==> src/hw/rtl/tkms_pkg.sv <==
// Shared constants, types and controller/datapath interface for the top-k sparsifier.
package tkms_pkg;

    localparam int MAX_LEN    = 64;
    localparam int ADDR_W     = $clog2(MAX_LEN);
    localparam int LEN_W      = ADDR_W + 1;
    localparam int SAMPLE_W   = 32;
    localparam int IDX_W      = 6;
    localparam int FRAC_W     = 17;
    localparam int FRAC_SHIFT = 16;
    localparam int CFG_IDX_W  = 1;
    localparam int CFG_DATA_W = 17;

    localparam logic [FRAC_W-1:0]   FRAC_ONE      = 17'h1_0000;
    localparam logic [SAMPLE_W-1:0] ONE_Q16       = 32'h0001_0000;
    localparam logic [SAMPLE_W-1:0] MINUS_ONE_Q16 = 32'hFFFF_0000;

    localparam logic [CFG_IDX_W-1:0] REG_KEEP_FRACTION = 1'b0;
    localparam logic [CFG_IDX_W-1:0] REG_KEEP_MODE     = 1'b1;

    typedef enum logic [2:0] {
        S_LOAD,
        S_RD_I,
        S_CAP_I,
        S_SWEEP,
        S_EMIT
    } t_state;

    typedef struct packed {
        logic load;
        logic rd_elem;
        logic cap_elem;
        logic sweep;
        logic emit;
    } t_dp_cmd;

    typedef struct packed {
        logic load_close;
        logic sweep_done;
        logic elem_last;
        logic out_free;
    } t_dp_status;

endpackage

==> src/hw/rtl/tkms_ram.sv <==
// Generic single-write, single-read RAM with registered read data.
module tkms_ram #(
    parameter int WIDTH = 32,
    parameter int DEPTH = 64
) (
    input  logic                     i_clk,
    input  logic                     i_we,
    input  logic [$clog2(DEPTH)-1:0] i_wr_addr,
    input  logic [WIDTH-1:0]         i_wr_data,
    input  logic                     i_rd_en,
    input  logic [$clog2(DEPTH)-1:0] i_rd_addr,
    output logic [WIDTH-1:0]         o_rd_data
);

    logic [WIDTH-1:0] r_mem [DEPTH];
    logic [WIDTH-1:0] r_rd_data;

    always_ff @(posedge i_clk) begin
        if (i_we) begin
            r_mem[i_wr_addr] <= i_wr_data;
        end
        if (i_rd_en) begin
            r_rd_data <= r_mem[i_rd_addr];
        end
    end

    assign o_rd_data = r_rd_data;

endmodule

==> src/hw/rtl/tkms_ctrl.sv <==
// Controller state machine: load, per-element rank sweep, emit.
module tkms_ctrl (
    input  logic                 i_clk,
    input  logic                 i_rst_n,
    input  logic                 i_sample_valid,
    output logic                 o_sample_ready,
    input  tkms_pkg::t_dp_status i_status,
    output tkms_pkg::t_dp_cmd    o_cmd
);

    tkms_pkg::t_state r_state;
    tkms_pkg::t_state n_state;

    always_ff @(posedge i_clk) begin
        if (!i_rst_n) begin
            r_state <= tkms_pkg::S_LOAD;
        end else begin
            r_state <= n_state;
        end
    end

    always_comb begin
        n_state = r_state;
        case (r_state)
            tkms_pkg::S_LOAD: begin
                if (i_sample_valid && i_status.load_close) begin
                    n_state = tkms_pkg::S_RD_I;
                end
            end
            tkms_pkg::S_RD_I: begin
                n_state = tkms_pkg::S_CAP_I;
            end
            tkms_pkg::S_CAP_I: begin
                n_state = tkms_pkg::S_SWEEP;
            end
            tkms_pkg::S_SWEEP: begin
                if (i_status.sweep_done) begin
                    n_state = tkms_pkg::S_EMIT;
                end
            end
            tkms_pkg::S_EMIT: begin
                if (i_status.out_free) begin
                    n_state = i_status.elem_last ? tkms_pkg::S_LOAD : tkms_pkg::S_RD_I;
                end
            end
            default: begin
                n_state = tkms_pkg::S_LOAD;
            end
        endcase
    end

    always_comb begin
        o_sample_ready = 1'b0;
        o_cmd          = '0;
        case (r_state)
            tkms_pkg::S_LOAD: begin
                o_sample_ready = 1'b1;
                o_cmd.load     = i_sample_valid;
            end
            tkms_pkg::S_RD_I: begin
                o_cmd.rd_elem = 1'b1;
            end
            tkms_pkg::S_CAP_I: begin
                o_cmd.cap_elem = 1'b1;
            end
            tkms_pkg::S_SWEEP: begin
                o_cmd.sweep = 1'b1;
            end
            tkms_pkg::S_EMIT: begin
                o_cmd.emit = i_status.out_free;
            end
            default: begin
                o_cmd = '0;
            end
        endcase
    end

endmodule

==> src/hw/rtl/tkms_dp.sv <==
// Datapath: sample store, config registers, rank counter and output register.
module tkms_dp (
    input  logic                                i_clk,
    input  logic                                i_rst_n,
    input  logic                                i_cfg_we,
    input  logic [tkms_pkg::CFG_IDX_W-1:0]      i_cfg_index,
    input  logic [tkms_pkg::CFG_DATA_W-1:0]     i_cfg_data,
    input  logic signed [tkms_pkg::SAMPLE_W-1:0] i_sample,
    input  logic                                i_last_in,
    input  tkms_pkg::t_dp_cmd                   i_cmd,
    output tkms_pkg::t_dp_status                o_status,
    output logic                                o_result_valid,
    input  logic                                i_result_ready,
    output logic signed [tkms_pkg::SAMPLE_W-1:0] o_result_value,
    output logic [tkms_pkg::IDX_W-1:0]          o_element_index,
    output logic                                o_last_out
);

    logic [tkms_pkg::FRAC_W-1:0]   r_frac;
    logic                          r_mode;
    logic [tkms_pkg::ADDR_W-1:0]   r_count;
    logic [tkms_pkg::LEN_W-1:0]    r_len;
    logic [tkms_pkg::LEN_W-1:0]    r_keep;
    logic [tkms_pkg::ADDR_W-1:0]   r_i;
    logic [tkms_pkg::ADDR_W-1:0]   r_j;
    logic [tkms_pkg::SAMPLE_W-1:0] r_vi;
    logic [tkms_pkg::SAMPLE_W-1:0] r_mi;
    logic [tkms_pkg::LEN_W-1:0]    r_rank;

    logic                          r_out_valid;
    logic [tkms_pkg::SAMPLE_W-1:0] r_out_value;
    logic [tkms_pkg::IDX_W-1:0]    r_out_index;
    logic                          r_out_last;

    logic [tkms_pkg::SAMPLE_W-1:0] rd_data;
    logic [tkms_pkg::SAMPLE_W-1:0] mag_j;
    logic [tkms_pkg::SAMPLE_W-1:0] mag_rd;
    logic [tkms_pkg::ADDR_W-1:0]   rd_addr;
    logic                          rd_en;
    logic [tkms_pkg::FRAC_W-1:0]   frac_sat;
    logic [tkms_pkg::LEN_W-1:0]    n_len;
    logic [tkms_pkg::LEN_W+tkms_pkg::FRAC_W-1:0] keep_prod;
    logic                          hit;
    logic [tkms_pkg::SAMPLE_W-1:0] res;
    logic                          out_free;

    tkms_ram #(
        .WIDTH (tkms_pkg::SAMPLE_W),
        .DEPTH (tkms_pkg::MAX_LEN)
    ) u_store (
        .i_clk     (i_clk),
        .i_we      (i_cmd.load),
        .i_wr_addr (r_count),
        .i_wr_data (i_sample),
        .i_rd_en   (rd_en),
        .i_rd_addr (rd_addr),
        .o_rd_data (rd_data)
    );

    // Magnitude as unsigned: the most negative sample maps to 2^31.
    assign mag_rd = rd_data[tkms_pkg::SAMPLE_W-1] ? (~rd_data + 1'b1) : rd_data;
    assign mag_j  = mag_rd;

    assign frac_sat  = (r_frac > tkms_pkg::FRAC_ONE) ? tkms_pkg::FRAC_ONE : r_frac;
    assign n_len     = tkms_pkg::LEN_W'(r_count) + 1'b1;
    assign keep_prod = n_len * frac_sat;

    assign o_status.load_close = i_last_in || (r_count == tkms_pkg::ADDR_W'(tkms_pkg::MAX_LEN - 1));
    assign o_status.sweep_done = (tkms_pkg::LEN_W'(r_j) + 1'b1) == r_len;
    assign o_status.elem_last  = (tkms_pkg::LEN_W'(r_i) + 1'b1) == r_len;
    assign o_status.out_free   = out_free;

    assign out_free = !r_out_valid || i_result_ready;

    always_comb begin
        rd_en   = i_cmd.rd_elem || i_cmd.cap_elem || (i_cmd.sweep && !o_status.sweep_done);
        rd_addr = r_j + 1'b1;
        if (i_cmd.rd_elem) begin
            rd_addr = r_i;
        end else if (i_cmd.cap_elem) begin
            rd_addr = '0;
        end
    end

    assign hit = (mag_j > r_mi) || ((mag_j == r_mi) && (r_j < r_i));

    always_comb begin
        res = '0;
        if (r_rank < r_keep) begin
            if (r_mode) begin
                res = r_vi[tkms_pkg::SAMPLE_W-1] ? tkms_pkg::MINUS_ONE_Q16 : tkms_pkg::ONE_Q16;
            end else begin
                res = r_vi;
            end
        end
    end

    always_ff @(posedge i_clk) begin
        if (!i_rst_n) begin
            r_frac      <= '0;
            r_mode      <= 1'b0;
            r_count     <= '0;
            r_len       <= '0;
            r_keep      <= '0;
            r_i         <= '0;
            r_j         <= '0;
            r_rank      <= '0;
            r_out_valid <= 1'b0;
        end else begin
            if (i_cfg_we) begin
                case (i_cfg_index)
                    tkms_pkg::REG_KEEP_FRACTION: r_frac <= i_cfg_data;
                    tkms_pkg::REG_KEEP_MODE:     r_mode <= i_cfg_data[0];
                    default: begin
                    end
                endcase
            end

            if (i_cmd.load) begin
                if (o_status.load_close) begin
                    r_count <= '0;
                    r_len   <= n_len;
                    r_keep  <= tkms_pkg::LEN_W'(keep_prod >> tkms_pkg::FRAC_SHIFT);
                    r_i     <= '0;
                end else begin
                    r_count <= r_count + 1'b1;
                end
            end

            if (i_cmd.cap_elem) begin
                r_j    <= '0;
                r_rank <= '0;
            end

            if (i_cmd.sweep) begin
                r_rank <= r_rank + tkms_pkg::LEN_W'(hit);
                if (!o_status.sweep_done) begin
                    r_j <= r_j + 1'b1;
                end
            end

            if (i_cmd.emit) begin
                r_out_valid <= 1'b1;
                if (!o_status.elem_last) begin
                    r_i <= r_i + 1'b1;
                end
            end else if (i_result_ready) begin
                r_out_valid <= 1'b0;
            end
        end
    end

    // Payload registers: no reset needed.
    always_ff @(posedge i_clk) begin
        if (i_cmd.cap_elem) begin
            r_vi <= rd_data;
            r_mi <= mag_rd;
        end
        if (i_cmd.emit) begin
            r_out_value <= res;
            r_out_index <= tkms_pkg::IDX_W'(r_i);
            r_out_last  <= o_status.elem_last;
        end
    end

    assign o_result_valid  = r_out_valid;
    assign o_result_value  = r_out_value;
    assign o_element_index = r_out_index;
    assign o_last_out      = r_out_last;

endmodule

==> src/hw/rtl/top_k_magnitude_sparsifier.sv <==
// Top level of the top-k magnitude sparsifier: controller plus datapath.
// Throughput: one input word per cycle while loading; after the closing word each element
// is read, captured, rank-swept over every stored word through the single store read port
// and emitted, the emit waiting while the output register is full. No new input word is
// taken until the last element of the vector is emitted.
// Reset (synchronous, active low) clears the state machine, counters, config registers and
// output valid; the sample store holds no reset value and is only read where written.
module top_k_magnitude_sparsifier (
    input  logic                                 i_clk,
    input  logic                                 i_rst_n,
    // configuration write port
    input  logic                                 i_cfg_we,
    input  logic [tkms_pkg::CFG_IDX_W-1:0]       i_cfg_index,
    input  logic [tkms_pkg::CFG_DATA_W-1:0]      i_cfg_data,
    // input words
    input  logic                                 i_sample_valid,
    output logic                                 o_sample_ready,
    input  logic signed [tkms_pkg::SAMPLE_W-1:0] i_sample,
    input  logic                                 i_last_in,
    // result words
    output logic                                 o_result_valid,
    input  logic                                 i_result_ready,
    output logic signed [tkms_pkg::SAMPLE_W-1:0] o_result_value,
    output logic [tkms_pkg::IDX_W-1:0]           o_element_index,
    output logic                                 o_last_out
);

    // Commands flow controller to datapath; status flows back.
    tkms_pkg::t_dp_cmd    cmd;
    tkms_pkg::t_dp_status status;

    // Sequence the load, the per-element rank sweep and the emit of each word.
    tkms_ctrl u_ctrl (
        .i_clk          (i_clk),
        .i_rst_n        (i_rst_n),
        .i_sample_valid (i_sample_valid),
        .o_sample_ready (o_sample_ready),
        .i_status       (status),
        .o_cmd          (cmd)
    );

    // Hold samples, count rank against every stored magnitude, register the result word.
    tkms_dp u_dp (
        .i_clk           (i_clk),
        .i_rst_n         (i_rst_n),
        .i_cfg_we        (i_cfg_we),
        .i_cfg_index     (i_cfg_index),
        .i_cfg_data      (i_cfg_data),
        .i_sample        (i_sample),
        .i_last_in       (i_last_in),
        .i_cmd           (cmd),
        .o_status        (status),
        .o_result_valid  (o_result_valid),
        .i_result_ready  (i_result_ready),
        .o_result_value  (o_result_value),
        .o_element_index (o_element_index),
        .o_last_out      (o_last_out)
    );

endmodule
==> config.mk <==
export PLATFORM = sky130hd
export DESIGN_NAME = top_k_magnitude_sparsifier
export DESIGN_NICKNAME = d
export VERILOG_FILES = /design/src/hw/rtl/tkms_pkg.sv /design/src/hw/rtl/tkms_ram.sv /design/src/hw/rtl/tkms_ctrl.sv /design/src/hw/rtl/tkms_dp.sv /design/src/hw/rtl/top_k_magnitude_sparsifier.sv
export SDC_FILE = /design/constraint.sdc
export NUM_CORES = 2
export LEC_CHECK = 0
export ABC_AREA = 1
export BUFFER_PORTS_ARGS = -buffer_cell sky130_fd_sc_hd__buf_2
export CORE_UTILIZATION = 61
export DETAILED_ROUTE_END_ITERATION = 10
export HOLD_SLACK_MARGIN = 0.03
export PLACE_DENSITY_LB_ADDON = 0.05
export SYNTH_ARGS = -nofsm -noshare
export SYNTH_HDL_FRONTEND = slang
export SYNTH_SLANG_ARGS = --single-unit
==> constraint.sdc <==
create_clock -name i_clk -period 6.2 [get_ports i_clk]
set_clock_uncertainty 0.15 [all_clocks]
set_input_delay 1.24 -clock i_clk [delete_from_list [all_inputs] [get_ports i_clk]]
set_output_delay 1.24 -clock i_clk [all_outputs]
set_load 0.1 [all_outputs]
==> summary.txt <==
Synth
  – Synth top area cells: edfxtp_1, o211ai_1, nor2_1, o21ai_0, o22ai_1
  – Post-synthesis mux area share: 0
  – Xor-xnor portion of the synthesized cell area: 0.00481
  – Post-synthesis cell area: between 90,000 and 100,000 um2
  – Synth cell types: 47
  – Mapped Cells: roughly 7k
  – Yosys top cell area share: 0.705
  – Synth Area in Compound Gates: 0.132
  – Post-synthesis sequential element count: approximately 2.2k
  – Net Count, Synth: just over 7k
  – Largest family of logic cells by synthesized area: compound AO/OA/AOI/OAI gates
  – Syn avg cell area: about 13 um2
  – Synth area leader: edfxtp_1
  – Post-synthesis simple-gate area fraction: 0.0855
  – Sequential share of the synthesized area: 0.718
  – Post-Synth Adder-Cell Area: 0.0272
  – Yosys warns: 0

Cells and area
  – Nets: 7,223
  – FF/Latch Area: roughly 67,000 um2
  – Number of fill cells: ~11k
  – Final core utilization: 0.683
  – Commonest non-fill, non-tap cell in the layout: edfxtp_1
  – Layout area overhead: 10.6%
  – Area of the multi-input gates: about 24,000 um2
  – Most frequent cells in the layout: edfxtp_1, nor2_1, o211ai_1
  – Share of cells above drive strength 1: 0.121

Global routing
  – Initial antenna violation count: 9
  – GRT Total Usage: 0.312
  – Largest net degree at the start of global routing: a little under 200
  – Grt total ovfl: 0
  – Vias in the first global route: 56.2k
  – First-pass GRT wire length: ~360,000 um

Setup path
  – Required time worst endpoint: just under 7 ns
  – Reg-to-Reg End: u_dp.r_keep[3]
  – Reg2reg path depth: 24
  – Critical path's top delay family: adder cells
  – Critical path peak fanout: 19
  – Worst path max stage delay: between 0.5 and 0.6 ns
  – Most frequent CP cell: nand2_1
  – Crit. End Element: flop
  – Worst Path Buf+Inv: 3
  – RR Startpoint: u_dp.r_frac[0]
  – Reg2Reg Setup Slack: about 0.59 ns
  – Setup CP Type: reg -> reg
  – Crit path launch type: flop
  – Crit path cell chain: nor2_1 > nand2_1 > nor2_1 > nand2_1 > nand2_2 > nand2_1 > inv_1 > nand2_1 > fa_1 > fa_1 > inv_1 > fa_1 > fa_1 > ha_1 > a21oi_1 > inv_1 > a31oi_1 > o21ai_0 > a21oi_1 > o21ai_0 > nand2_1 > nand3_1 > xor2_1 > a21oi_1
  – Worst Path Arrival: 6.25 ns
  – Crit-path slowest cell: fa_1

STA
  – Relative slew slack: 0.131
  – Final setup margin: just under 0.6 ns
  – Period Utilization, post-route: 0.904
  – RSZ-0062 raised after global routing: false
  – Endpoints failing hold: 0
  – Min Hold Slack: roughly 0.32 ns
  – Tmin final: approximately 5.6 ns
  – Setup TNS: 0 ns
  – Final setup fails: 0
  – Max-slew violation count: 0
  – FMAX: 178 MHz
  – Slew @ Worst Pin: approximately 1.3 ns

Die
  – Die W: between 300 and 400 um
  – Die Area: ~150,000 um2
  – Cell row count: roughly 140
  – Starting Density: 0.617
  – Number of I/O pins: between 90 and 100
  – Die Y: about 390 um
  – Core ar.: ~150,000 um2

CTS
  – Number of buffers created by CTS: approximately 220
  – Clk_lat worst skew: 0.86 ns
  – CTS tree: built
  – Sink Count: approximately 2.2k
  – Clk buf depth: 3
  – Clk slew on worst S/H paths: approximately 0.070 ns
  – Clk root buf: clkbuf_16
  – H-tree levels: 4

Detailed routing
  – WL/cell: about 26 um
  – Drt drc: 0
  – Overall routed net length: 239,000 um
  – Vias: between 50k and 60k
  – Pre-antenna DRT Iters: 9
  – Vias per cell: approximately 6.4
  – DR iter-0 viols: 6,401
  – Post-DRT Antenna Nets: 0

Placement
  – Pre-CTS WS: between 0.5 and 0.6 ns
  – PortBufs: 96
  – Detailed placer's ending HPWL: between 100,000 and 150,000 um
  – Placer Congestion: 0.862

Power
  – P_leak: 33.0 nW
  – Tot Pwr: 0.0366 W
  – Power per cell area: between 300 and 400 nW/um2
  – Max VDD drop: about 0.31 mV

Min path
  – Hold endpoint: u_dp.r_keep[1]
  – Hold Path Origin: u_dp.r_keep[1]
  – Hold Path Depth: 2
  – Hold WC Path Type: reg -> reg

Status
  – Outcome: finished clean

Job
  – Max-Cap Viols: 0
[Yosys cell counts (all sizes together)]
cell       n
edfxtp  2182
nor2    1080
o21ai    838
o211ai   743
clkbuf   307
o22ai    262
nand3    249
or2      245
inv      238
nand2    231
buf      166
ha        87
a21oi     83
fa        72
dfxtp     61
xor2      39
nand4     14
o221ai    14
nor3      13
xnor2     12
a211oi    10
nor4       8
a31oi      7
o21a       7
clkinv     5
o31ai      5
a21o       4
a21boi     2
a221oi     2
o311ai     2
o41ai      2
a22oi      1
a31o       1
nand3b     1
nor4b      1
o21bai     1
[final cells by class]
type	instances	share of cell area
Sequential cell	2243	0.650
Clock inverter	97	0.00843
Timing Repair Buffer	266	0.0205
Multi-Input combinational cell	4036	0.231
Clock buffer	287	0.0562
Inverter	243	0.00933
Antenna cell	1	0.0000244
Tap cell	2016	0.0246
[logic make-up after synthesis]
family,Yosys count
buffers and inverters,716
and+or+nand+nor,1842
xor gates and xnor gates,51
DFF,2243
AOI/OAI and AO/OA,1984
adders and majority gates,159
[routing by layer]
metal | up-vias | GRT usage | share of wire
met3 | 440 | 0.0545 | 0.086
met5 | - | 0 | 0.00029
li1 | 26279 | - | -
met2 | 2654 | 0.499 | 0.48
met1 | 29152 | 0.442 | 0.41
met4 | 12 | 0.0950 | 0.027
[flip-flops by register name, indices dropped and copies added, names as in the netlist]
| signal | count |
|---|---|
| u_dp.o_last_out | 1 |
| u_dp.o_result_valid | 1 |
| u_ctrl.r_state | 3 |
| u_dp.r_keep | 7 |
| u_dp.r_rank | 7 |
| u_dp.r_count | 6 |
| u_dp.r_mi | 32 |
| u_dp.r_frac | 17 |
| u_dp.r_len | 7 |
| u_dp.r_i | 6 |
| u_dp.o_element_index | 6 |
| u_dp.r_vi | 31 |
| u_dp.r_mode | 1 |
| u_dp.u_store.r_mem | 2048 |
| u_dp.u_store.o_rd_data | 32 |
| u_dp.r_j | 6 |
| u_dp.o_result_value | 32 |
[per-stage QoR]
| step | area [um2] | cells |
|---|---|---|
| 2_1_floorplan | 92900 | 6995 |
| 3_3_place_gp | 96100 | 8804 |
| 3_5_place_dp | 96100 | 8804 |
| 4_1_cts | 103000 | 9188 |
| 5_1_grt | 103000 | 9188 |
| 6_report | 103000 | 9189 |
[what timing repair did]
action,4_1_cts,5_1_grt
buffers inserted,0,0
endpoints found under the setup margin,0,1
gates resized for setup,0,1
hold buffers,0,0
[worst reg2reg max path, stage by stage (launching register included)]
cell and delay [ns]:
dfxtp_1 0.34, nor2_1 0.26, nand2_1 0.12, nor2_1 0.16, nand2_1 0.09, nand2_2 0.24
nand2_1 0.21, inv_1 0.14, nand2_1 0.09, fa_1 0.51, fa_1 0.54, inv_1 0.05
fa_1 0.50, fa_1 0.42, ha_1 0.34, a21oi_1 0.14, inv_1 0.05, a31oi_1 0.25
o21ai_0 0.15, a21oi_1 0.22, o21ai_0 0.13, nand2_1 0.07, nand3_1 0.07, xor2_1 0.16
a21oi_1 0.14
[worst max path at each step]
stage | from | to | slack [ns] | cells after the start
6_report | u_dp.r_frac[0] | u_dp.r_keep[3] | 0.59 | 24
5_1_grt | u_dp.r_frac[0] | u_dp.r_keep[3] | 0.14 | 24
4_1_cts | u_dp.r_frac[0] | u_dp.r_keep[3] | 0.51 | 24
3_5_place_dp | u_dp.r_frac[0] | u_dp.r_keep[3] | 0.50 | 24
3_3_place_gp | u_dp.r_frac[0] | u_dp.r_keep[3] | 0.54 | 24
2_1_floorplan | u_dp.r_count[4] | u_dp.r_keep[3] | 0.95 | 24
[where the power goes]
group	internal [W]	switching (W)	leakage (nW)
sequential	0.0170	0.000176	20.2
clock	0.00702	0.00550	3.23
combinational	0.00198	0.00492	9.62
No activity file was read; power rests on OpenSTA's default activity.
